## config.mk

```make
export PLATFORM = sky130hd
export DESIGN_NAME = sound_channel_generator_top
export DESIGN_NICKNAME = d
export VERILOG_FILES = /design/src/rtl/scg_pkg.sv /design/src/rtl/scg_front.sv /design/src/rtl/scg_queue.sv /design/src/rtl/scg_core.sv /design/src/rtl/sound_channel_generator_top.sv
export SDC_FILE = /design/constraint.sdc
export NUM_CORES = 1
export LEC_CHECK = 0
export BUFFER_PORTS_ARGS = -buffer_cell sky130_fd_sc_hd__buf_2
export CAP_MARGIN = 30
export CORE_ASPECT_RATIO = 0.5
export CORE_MARGIN = 1
export CORE_UTILIZATION = 40
export CTS_BUF_LIST = sky130_fd_sc_hd__clkbuf_8
export CTS_CLUSTER_SIZE = 20
export DETAILED_ROUTE_END_ITERATION = 6
export GPL_TIMING_DRIVEN = 0
export PLACE_DENSITY_LB_ADDON = 0.05
export SLEW_MARGIN = 20
export SYNTH_ARGS = -nofsm -noshare
export SYNTH_HDL_FRONTEND = slang
export SYNTH_SLANG_ARGS = --single-unit
```

## constraint.sdc

```tcl
create_clock -name clk -period 8.8 [get_ports clk]
set_input_delay 1.76 -clock clk [delete_from_list [all_inputs] [get_ports clk]]
set_output_delay 1.76 -clock clk [all_outputs]
set_load 0.01 [all_outputs]
```

## src/rtl/scg_pkg.sv

```systemverilog
package scg_pkg;

  // Channel types selected by the configuration register
  typedef enum logic [1:0] {
    CH_SWEEP_SQUARE = 2'd0,
    CH_SQUARE       = 2'd1,
    CH_WAVE         = 2'd2,
    CH_NOISE        = 2'd3
  } chan_type_t;

  // Input operation codes as they arrive on the op port
  localparam logic [1:0] OP_REG_WRITE  = 2'd0;
  localparam logic [1:0] OP_TICK       = 2'd1;
  localparam logic [1:0] OP_FRAME      = 2'd2;
  localparam logic [1:0] OP_WAVE_WRITE = 2'd3;

  // Channel register byte indexes
  localparam logic [2:0] REG_SWEEP    = 3'd0;
  localparam logic [2:0] REG_LEN_DUTY = 3'd1;
  localparam logic [2:0] REG_ENVELOPE = 3'd2;
  localparam logic [2:0] REG_FREQ_LO  = 3'd3;
  localparam logic [2:0] REG_FREQ_HI  = 3'd4;
  localparam int         NUM_REGS     = 5;

  // Frame sequencer step that clocks the envelope
  localparam logic [2:0] ENV_STEP = 3'd7;

  localparam int WAVE_BYTES      = 16;
  localparam int SCG_QUEUE_DEPTH = 4;

  localparam logic [11:0] TONE_LIMIT  = 12'h7ff;
  localparam logic [11:0] PERIOD_BASE = 12'h800;

  localparam logic [7:0] DUTY_PATTERN [4] = '{8'h01, 8'h81, 8'h87, 8'h7e};
  localparam logic [5:0] NOISE_BASE [8] =
    '{6'd4, 6'd8, 6'd16, 6'd24, 6'd32, 6'd40, 6'd48, 6'd56};
  localparam logic [2:0] WAVE_SHIFT_CODE [4] = '{3'd4, 3'd0, 3'd1, 3'd2};

  // Classified command handed from the front end to the channel core
  typedef enum logic [2:0] {
    CMD_NOP,
    CMD_REG_WRITE,
    CMD_TICK,
    CMD_FRAME,
    CMD_WAVE_WRITE
  } cmd_kind_t;

  typedef struct packed {
    cmd_kind_t   kind;
    logic [2:0]  sel;    // register index or frame step
    logic [3:0]  addr;   // wave table address
    logic [7:0]  data;
  } cmd_t;

  // Queue head as seen by the channel core
  typedef struct packed {
    logic valid;
    cmd_t cmd;
  } q_head_t;

endpackage

```

## src/rtl/scg_front.sv

```systemverilog
module scg_front
  import scg_pkg::*;
(
  input  logic       in_valid,
  output logic       in_stall,
  input  logic [1:0] op,
  input  logic [2:0] reg_index,
  input  logic [7:0] data,
  input  logic [2:0] frame_index,
  input  logic [3:0] wave_index,
  input  logic       push_ready,
  output logic       push,
  output cmd_t       cmd
);

  // Accept a word whenever the queue has room
  assign in_stall = !push_ready;
  assign push     = in_valid && push_ready;

  // Classify the word; writes beyond the last register become no-ops
  always_comb begin
    cmd.addr = wave_index;
    cmd.data = data;
    cmd.sel  = reg_index;
    unique case (op)
      OP_REG_WRITE: begin
        cmd.kind = (reg_index <= REG_FREQ_HI) ? CMD_REG_WRITE : CMD_NOP;
      end
      OP_TICK: begin
        cmd.kind = CMD_TICK;
      end
      OP_FRAME: begin
        cmd.kind = CMD_FRAME;
        cmd.sel  = frame_index;
      end
      OP_WAVE_WRITE: begin
        cmd.kind = CMD_WAVE_WRITE;
      end
      default: begin
        cmd.kind = CMD_NOP;
      end
    endcase
  end

endmodule

```

## src/rtl/scg_queue.sv

```systemverilog
module scg_queue
  import scg_pkg::*;
#(
  parameter int DEPTH = SCG_QUEUE_DEPTH
) (
  input  logic    clk,
  input  logic    rst,
  input  logic    push,
  input  cmd_t    push_cmd,
  output logic    push_ready,
  input  logic    pop,
  output q_head_t head
);

  localparam int PW = (DEPTH > 1) ? $clog2(DEPTH) : 1;
  localparam int CW = $clog2(DEPTH + 1);

  cmd_t          entries [DEPTH];
  logic [PW-1:0] wr_ptr;
  logic [PW-1:0] rd_ptr;
  logic [CW-1:0] count;

  assign push_ready = count != CW'(DEPTH);
  assign head.valid = count != '0;
  assign head.cmd   = entries[rd_ptr];

  // Advance pointers and occupancy
  always_ff @(posedge clk) begin
    if (rst) begin
      wr_ptr <= '0;
      rd_ptr <= '0;
      count  <= '0;
    end else begin
      if (push) begin
        wr_ptr <= (wr_ptr == PW'(DEPTH - 1)) ? '0 : wr_ptr + 1'b1;
      end
      if (pop) begin
        rd_ptr <= (rd_ptr == PW'(DEPTH - 1)) ? '0 : rd_ptr + 1'b1;
      end
      unique case ({push, pop})
        2'b10:   count <= count + 1'b1;
        2'b01:   count <= count - 1'b1;
        default: count <= count;
      endcase
    end
  end

  // Store the pushed word
  always_ff @(posedge clk) begin
    if (push) begin
      entries[wr_ptr] <= push_cmd;
    end
  end

endmodule

```

## src/rtl/scg_core.sv

```systemverilog
module scg_core
  import scg_pkg::*;
(
  input  logic       clk,
  input  logic       rst,
  input  logic       cfg_wr_en,
  input  logic [1:0] cfg_wr_data,
  input  q_head_t    head,
  output logic       pop,
  output logic       out_valid,
  input  logic       out_stall,
  output logic [3:0] level,
  output logic       enabled
);

  // One sweep calculation: shift, add or subtract, saturate
  function automatic logic [11:0] sweep_calc(input logic [11:0] f, input logic [7:0] r0);
    logic [11:0] delta;
    logic [12:0] sum;
    delta = f >> r0[2:0];
    sum   = {1'b0, f} + {1'b0, delta};
    if (r0[3]) begin
      return f - delta;
    end
    return sum[12] ? 12'hfff : sum[11:0];
  endfunction

  chan_type_t  channel_type;
  logic [7:0]  regs [NUM_REGS];
  logic [7:0]  wave_table [WAVE_BYTES];
  logic        sounding;
  logic [20:0] period_count;
  logic [14:0] noise_shift;
  logic [4:0]  wave_pos;
  logic [3:0]  volume;
  logic [2:0]  envelope_count;
  logic [8:0]  length_count;
  logic [11:0] shadow_freq;
  logic [2:0]  sweep_count;
  logic        sweep_active;
  logic [3:0]  out_level;

  logic [7:0]  regs_next [NUM_REGS];
  logic        sounding_next;
  logic [20:0] period_count_next;
  logic [14:0] noise_shift_next;
  logic [4:0]  wave_pos_next;
  logic [3:0]  volume_next;
  logic [2:0]  envelope_count_next;
  logic [8:0]  length_count_next;
  logic [11:0] shadow_freq_next;
  logic [2:0]  sweep_count_next;
  logic        sweep_active_next;
  logic [3:0]  out_level_next;

  logic        is_wave;
  logic [10:0] tone;
  logic [11:0] tone_gap;
  logic [11:0] sf;
  logic [7:0]  wbyte;
  logic [3:0]  nibble;
  logic        fb;
  logic [20:0] noise_period;
  cmd_t        c;

  // Take the queue head when the output register is free or being drained
  assign pop     = head.valid && (!out_valid || !out_stall);
  assign c       = head.cmd;
  assign is_wave = channel_type == CH_WAVE;

  // Execute one command against the channel state
  always_comb begin
    regs_next           = regs;
    sounding_next       = sounding;
    period_count_next   = period_count;
    noise_shift_next    = noise_shift;
    wave_pos_next       = wave_pos;
    volume_next         = volume;
    envelope_count_next = envelope_count;
    length_count_next   = length_count;
    shadow_freq_next    = shadow_freq;
    sweep_count_next    = sweep_count;
    sweep_active_next   = sweep_active;
    out_level_next      = out_level;
    tone         = {regs[REG_FREQ_HI][2:0], regs[REG_FREQ_LO]};
    tone_gap     = PERIOD_BASE - {1'b0, tone};
    sf           = '0;
    wbyte        = '0;
    nibble       = '0;
    fb           = noise_shift[0] ^ noise_shift[1];
    noise_period = ({15'b0, NOISE_BASE[regs[REG_FREQ_LO][2:0]]} << regs[REG_FREQ_LO][7:4])
                   + 21'd1;

    unique case (c.kind)
      CMD_REG_WRITE: begin
        regs_next[c.sel] = c.data;
        if (is_wave) begin
          if (c.sel == REG_SWEEP && !c.data[7]) begin
            sounding_next = 1'b0;
          end
          if (c.sel == REG_LEN_DUTY) begin
            length_count_next = 9'd256 - {1'b0, c.data};
          end
          if (c.sel == REG_ENVELOPE) begin
            volume_next = {1'b0, WAVE_SHIFT_CODE[c.data[6:5]]};
          end
        end else if (c.sel == REG_LEN_DUTY) begin
          length_count_next = 9'd64 - {3'b0, c.data[5:0]};
        end
        // Trigger restarts the channel
        if (c.sel == REG_FREQ_HI && c.data[7]) begin
          sounding_next       = 1'b1;
          period_count_next   = 21'd1;
          noise_shift_next    = 15'h00ff;
          envelope_count_next = regs_next[REG_ENVELOPE][2:0];
          if (is_wave) begin
            wave_pos_next = '0;
          end
          if (length_count_next == '0) begin
            length_count_next = is_wave ? 9'd256 : 9'd64;
          end
          if (!is_wave) begin
            volume_next = regs_next[REG_ENVELOPE][7:4];
          end
          if (channel_type == CH_SWEEP_SQUARE) begin
            shadow_freq_next  = {1'b0, regs_next[REG_FREQ_HI][2:0], regs_next[REG_FREQ_LO]};
            sweep_count_next  = regs_next[REG_SWEEP][6:4];
            sweep_active_next = regs_next[REG_SWEEP][6:4] != '0 ||
                                regs_next[REG_SWEEP][2:0] != '0;
            if (regs_next[REG_SWEEP][2:0] != '0) begin
              sf               = sweep_calc(shadow_freq_next, regs_next[REG_SWEEP]);
              shadow_freq_next = sf;
              if (sf > TONE_LIMIT) begin
                sounding_next = 1'b0;
              end
            end
          end
        end
      end

      CMD_TICK: begin
        period_count_next = period_count - 21'd1;
        if (period_count_next == '0) begin
          unique case (channel_type)
            CH_SWEEP_SQUARE, CH_SQUARE: begin
              period_count_next = {8'b0, tone_gap, 1'b1};
              wave_pos_next     = {2'b0, wave_pos[2:0] + 3'd1};
              out_level_next    =
                (sounding && DUTY_PATTERN[regs[REG_LEN_DUTY][7:6]][wave_pos_next[2:0]])
                ? volume : 4'd0;
            end
            CH_WAVE: begin
              period_count_next = {9'b0, tone_gap} + 21'd1;
              wave_pos_next     = wave_pos + 5'd1;
              wbyte             = wave_table[wave_pos_next[4:1]];
              nibble            = wave_pos_next[0] ? wbyte[7:4] : wbyte[3:0];
              out_level_next    = (sounding && volume < 4'd4) ? (nibble >> volume[1:0]) : 4'd0;
            end
            CH_NOISE: begin
              period_count_next = noise_period;
              noise_shift_next  = {fb, noise_shift[14:1]};
              if (regs[REG_FREQ_LO][3]) begin
                noise_shift_next[6] = fb;
              end
              out_level_next = (sounding && !noise_shift_next[0]) ? volume : 4'd0;
            end
            default: begin
              out_level_next = out_level;
            end
          endcase
        end
      end

      CMD_FRAME: begin
        // Length counter
        if (c.sel[0] && regs[REG_FREQ_HI][6] && length_count != '0) begin
          length_count_next = length_count - 9'd1;
          if (length_count_next == '0) begin
            sounding_next = 1'b0;
          end
        end
        // Volume envelope
        if (c.sel == ENV_STEP && !is_wave && envelope_count != '0) begin
          envelope_count_next = envelope_count - 3'd1;
          if (envelope_count_next == '0) begin
            if (regs[REG_ENVELOPE][3]) begin
              if (volume != 4'hf) begin
                volume_next = volume + 4'd1;
              end
            end else if (volume != '0) begin
              volume_next = volume - 4'd1;
            end
            envelope_count_next = regs[REG_ENVELOPE][2:0];
          end
        end
        // Frequency sweep, applied twice on write-back
        if (c.sel[1:0] == 2'd2 && channel_type == CH_SWEEP_SQUARE && sweep_active &&
            sweep_count != '0) begin
          sweep_count_next = sweep_count - 3'd1;
          if (sweep_count_next == '0) begin
            sweep_count_next = regs[REG_SWEEP][6:4];
            sf               = sweep_calc(shadow_freq, regs[REG_SWEEP]);
            shadow_freq_next = sf;
            if (sf > TONE_LIMIT) begin
              sounding_next = 1'b0;
            end
            if (sounding_next && regs[REG_SWEEP][2:0] != '0) begin
              shadow_freq_next = sweep_calc(sf, regs[REG_SWEEP]);
              if (shadow_freq_next > TONE_LIMIT) begin
                sounding_next = 1'b0;
              end
              regs_next[REG_FREQ_LO]      = shadow_freq_next[7:0];
              regs_next[REG_FREQ_HI][2:0] = shadow_freq_next[10:8];
            end
          end
        end
      end

      CMD_WAVE_WRITE: begin
        out_level_next = out_level;
      end

      default: begin
        out_level_next = out_level;
      end
    endcase
  end

  // Commit channel state on each popped word
  always_ff @(posedge clk) begin
    if (rst) begin
      channel_type   <= CH_SWEEP_SQUARE;
      regs           <= '{default: '0};
      wave_table     <= '{default: '0};
      sounding       <= 1'b0;
      period_count   <= '0;
      noise_shift    <= '0;
      wave_pos       <= '0;
      volume         <= '0;
      envelope_count <= '0;
      length_count   <= '0;
      shadow_freq    <= '0;
      sweep_count    <= '0;
      sweep_active   <= 1'b0;
      out_level      <= '0;
    end else begin
      if (cfg_wr_en) begin
        channel_type <= chan_type_t'(cfg_wr_data);
      end
      if (pop) begin
        regs           <= regs_next;
        sounding       <= sounding_next;
        period_count   <= period_count_next;
        noise_shift    <= noise_shift_next;
        wave_pos       <= wave_pos_next;
        volume         <= volume_next;
        envelope_count <= envelope_count_next;
        length_count   <= length_count_next;
        shadow_freq    <= shadow_freq_next;
        sweep_count    <= sweep_count_next;
        sweep_active   <= sweep_active_next;
        out_level      <= out_level_next;
        if (c.kind == CMD_WAVE_WRITE) begin
          wave_table[c.addr] <= c.data;
        end
      end
    end
  end

  // Output register: hold while stalled, load on pop
  always_ff @(posedge clk) begin
    if (rst) begin
      out_valid <= 1'b0;
    end else if (pop) begin
      out_valid <= 1'b1;
    end else if (!out_stall) begin
      out_valid <= 1'b0;
    end
  end

  always_ff @(posedge clk) begin
    if (pop) begin
      level   <= out_level_next;
      enabled <= sounding_next;
    end
  end

endmodule

```

## src/rtl/sound_channel_generator_top.sv

```systemverilog
// Channel   Handshake              Payload
// ------    ---------------------  -----------------------------------------
// in        in_valid / in_stall    op, reg_index, data, frame_index, wave_index
// out       out_valid / out_stall  level, enabled
// cfg       cfg_wr_en              cfg_wr_data (channel type)
//
// One word per cycle sustained through the queue and the channel core while out_stall is low.
// The core updates all channel state for a word and loads the output register at
// the same edge at which it pops the word from the queue.
// rst is synchronous and clears all channel state, the queue and the output valid.
// in_stall rises only when the queue is full; out_stall holds the output word and
// backs up the queue.
module sound_channel_generator_top
  import scg_pkg::*;
#(
  parameter int QUEUE_DEPTH = SCG_QUEUE_DEPTH
) (
  input  logic       clk,
  input  logic       rst,
  input  logic       cfg_wr_en,
  input  logic [1:0] cfg_wr_data,
  input  logic       in_valid,
  output logic       in_stall,
  input  logic [1:0] op,
  input  logic [2:0] reg_index,
  input  logic [7:0] data,
  input  logic [2:0] frame_index,
  input  logic [3:0] wave_index,
  output logic       out_valid,
  input  logic       out_stall,
  output logic [3:0] level,
  output logic       enabled
);

  logic    push;
  logic    push_ready;
  logic    pop;
  cmd_t    cmd;
  q_head_t head;

  // Accept and classify input words
  scg_front u_front (
    .in_valid    (in_valid),
    .in_stall    (in_stall),
    .op          (op),
    .reg_index   (reg_index),
    .data        (data),
    .frame_index (frame_index),
    .wave_index  (wave_index),
    .push_ready  (push_ready),
    .push        (push),
    .cmd         (cmd)
  );

  // Decouple front end from channel core
  scg_queue #(
    .DEPTH (QUEUE_DEPTH)
  ) u_queue (
    .clk        (clk),
    .rst        (rst),
    .push       (push),
    .push_cmd   (cmd),
    .push_ready (push_ready),
    .pop        (pop),
    .head       (head)
  );

  // Run the channel and register the result
  scg_core u_core (
    .clk         (clk),
    .rst         (rst),
    .cfg_wr_en   (cfg_wr_en),
    .cfg_wr_data (cfg_wr_data),
    .head        (head),
    .pop         (pop),
    .out_valid   (out_valid),
    .out_stall   (out_stall),
    .level       (level),
    .enabled     (enabled)
  );

endmodule

```

==> run metrics <==
Final period util=0.951; top_reg_cell synth=dfxtp_1; clock buffer count from CTS=52; Max Clk Rate=119 MHz; via/cell ratio=5.82; Starting Density=0.408; Final nets=2781; Leak Pwr=9.12 nW; # IOs=34; Core ar.=52400 um2; mux share of post-synthesis cell area=0.131; syn_area_per_cell=8.39 um2; synthesized cell area=21400 um2; H-tree levels=2; CTS clock-pin slew for the worst setup and hold paths=60 ps; Site Rows=59; ratio of cells with drive above 1 in the final layout=0.0830; worst setup path category=flop to flop; fraction of the mapped netlist area in adder cells=0.0660; Worst Setup Start Kind=flop; Synth area leader=dfxtp_1; total chip power=8.83 mW; first-pass GRT wire length=111000 um; library cells used by synthesis=87; worst hold-check path type=flop to flop; Initial DRC Count=1737; Synth Area in Simple Gates=0.196; post-DP HPWL=55300 um; EDFF count, synth=77; total clock sinks=324; post-CTS resize count=6; DRT Pass-1 Iters=6; Die Ht=165 um; status=completed; post-route setup slack=431 ps; Synth top area share=0.231; Die Width=329 um; CP Data Arrival Time=8730 ps; top area cells in the synthesized netlist=dfxtp_1 (23%), edfxtp_1 (11%), mux2i_1 (8.8%), nor2_1 (6.5%), ha_1 (5.9%); GR Overflow Total=0; PwrDens=373 nW/um2; # Post-CTS Setup Buffers=0; Worst VDD drop=0.000195 V; area share of xor/xnor cells in the synthesized design=0.0328; # diodes=0; Final Hold Vio Count=0; Filler cells=5408; async set-reset flop share out of synthesis=0; Max-Slew Margin vs Limit=0.325; largest net degree at the start of global routing=16; worst-skew pair later-pin latency=650 ps; clock root cell=clkbuf_8; Syn-to-layout area delta=10.6%; CTS tree=built; RePlAce Congestion=0.917; Final ANT Viol Nets=0; Slew Viols, Final=0; Worst Max-Slew Pin Slew=1010 ps; post-synthesis register bit count=324; cts-stage hold buffer count=0; routed len/inst=22.0 um; Setup crit end kind=flop; CP Max Fanout=10; number of remaining DRC errors=0; Place WS=-638 ps; die area=54400 um2; port bufs=33; register area share after synthesis=0.339; Synth Area in Compound Gates=0.189; Net Count, Synth=2683; max_cap viols=0; largest family of logic cells by synthesized area=simple AND/OR/NAND/NOR gates; antenna violations before repair=0; vias in the first global route=18.2k; Final min period=8370 ps; final-report setup violation count=0; Vias=19.7k; clk buf depth=3; WP data required=9160 ps; Routed WL=74400 um; clock skew=28.2 ps; Syn. warnings=0; overall global routing resource usage=0.268; Syn Inst Count=2548
[cells by family (layout without fill, tap and decap cells)]
family          Yosys count  in the layout
xor+xnor                 80             80
flops                   324            324
mux                     242            242
simple gates            916            916
fa+ha+maj               108            108
buf+inv                 259            398
compound gates          619            619
[layer usage]
layer | GRT usage | part of all wire
met1 | 0.387 | 0.49
met4 | 0.0622 | 0.018
met2 | 0.415 | 0.43
met5 | 0 | 0
met3 | 0.0447 | 0.067
[final timing paths]
check                                      startpoint               endpoint  slack [ps]  cells past startpoint
worst max-delay path                  u_core.regs[33]         u_core.enabled         430                     27
worst min register to register  u_core.sweep_count[1]  u_core.sweep_count[1]         460                      2
worst max register to register        u_core.regs[33]         u_core.enabled         430                     27
worst min-delay path            u_core.sweep_count[1]  u_core.sweep_count[1]         460                      2
[sequential cells by signal (all words and copies together) (netlist names), 2 cells and up, named ones only]
name / count
u_core.channel_type: 2
u_core.wave_table: 128
u_core.wave_pos: 5
u_core.envelope_count: 3
u_queue.entries: 72
u_core.sweep_count: 3
u_core.out_level: 4
u_core.period_count: 21
u_queue.wr_ptr: 2
u_queue.count: 3
u_core.noise_shift: 15
u_core.volume: 4
u_core.regs: 29
u_core.level: 4
u_core.length_count: 9
u_core.shadow_freq: 12
u_queue.rd_ptr: 2
[critical path: stages (launching register included)]
cell and delay (ps):
dfxtp_1 300, clkbuf_1 350, clkbuf_2 370, mux2_2 380, mux2i_1 190, nand2_1 80, o21ai_0 140, ha_1 280
clkbuf_1 230, nor2b_1 220, o21ai_1 170, a211oi_1 530, o22a_1 450, nor2_1 70, o21ai_0 660, inv_1 260
mux4_2 510, nor2_1 130, a31oi_1 90, ha_1 230, o21bai_1 200, a2111oi_1 550, o21bai_1 180, a211oi_1 410
xnor2_1 180, nand2_1 130, nor3b_1 230, o311ai_1 560
[cell usage after synthesis, drive strengths merged, types with 57 or more instances]
| cell type | number |
|---|---|
| nand2 | 236 |
| nor2 | 368 |
| edfxtp | 77 |
| nor3 | 57 |
| ha | 100 |
| a21oi | 162 |
| clkbuf | 125 |
| mux2i | 189 |
| dfxtp | 247 |
| inv | 103 |
| nand3 | 57 |
| o21ai | 140 |
[area by class of cell]
class                   instances  area, um2  share of cell area
plain buffers                 154        594              0.0251
clock buffers                  56        771              0.0326
clock inverters                39        231             0.00979
inverters                     105        394              0.0167
multi-input cells            1965      13200               0.560
flip-flops and latches        324       7260               0.307
well taps                     701        877              0.0371
repair buffers                 44        282              0.0119
[power by group]
group | internal [mW] | leakage [nW] | total (mW) | switching (mW)
Clock | 0.650 | 0.567 | 1.32 | 0.665
Sequential | 1.68 | 2.71 | 1.81 | 0.130
Combinational | 2.07 | 5.85 | 5.70 | 3.63
[stage by stage]
stage | instance area (um2) | instances | util | setup TNS [ps] | hold WS (ps)
detailed placement | 22500 | 3289 | 0.430 | -3160 | 447
global placement | 22400 | 3282 | 0.428 | -8900 | 448
global route | 23600 | 3388 | 0.451 | -12.1 | 494
floorplan | 21400 | 2548 | - | 0 | 436
finish | 23600 | 3388 | 0.451 | 0 | 455
CTS | 23600 | 3384 | 0.450 | 0 | 455
[cell usage in the layout, fill, tap and decap left out, drive strengths merged, types with 13 or more instances in the layout]
cell type	instances
and2	19
mux4	27
o21ai	140
clkbuf	181
mux2i	189
nand3	57
a31oi	39
buf	73
nor2b	26
or3	23
a211oi	35
xor2	29
nor4	20
ha	100
or2	15
mux2	26
xnor2	51
o211ai	24
nand2b	26
clkinv	23
nor3b	13
nor3	57
o22ai	15
edfxtp	77
a21o	13
dfxtp	247
inv	119
o31ai	16
nand2	236
nor2	368
a22oi	21
o21a	20
a21oi	162
o21bai	13
Note: power is estimated with default switching activity, not from simulation.
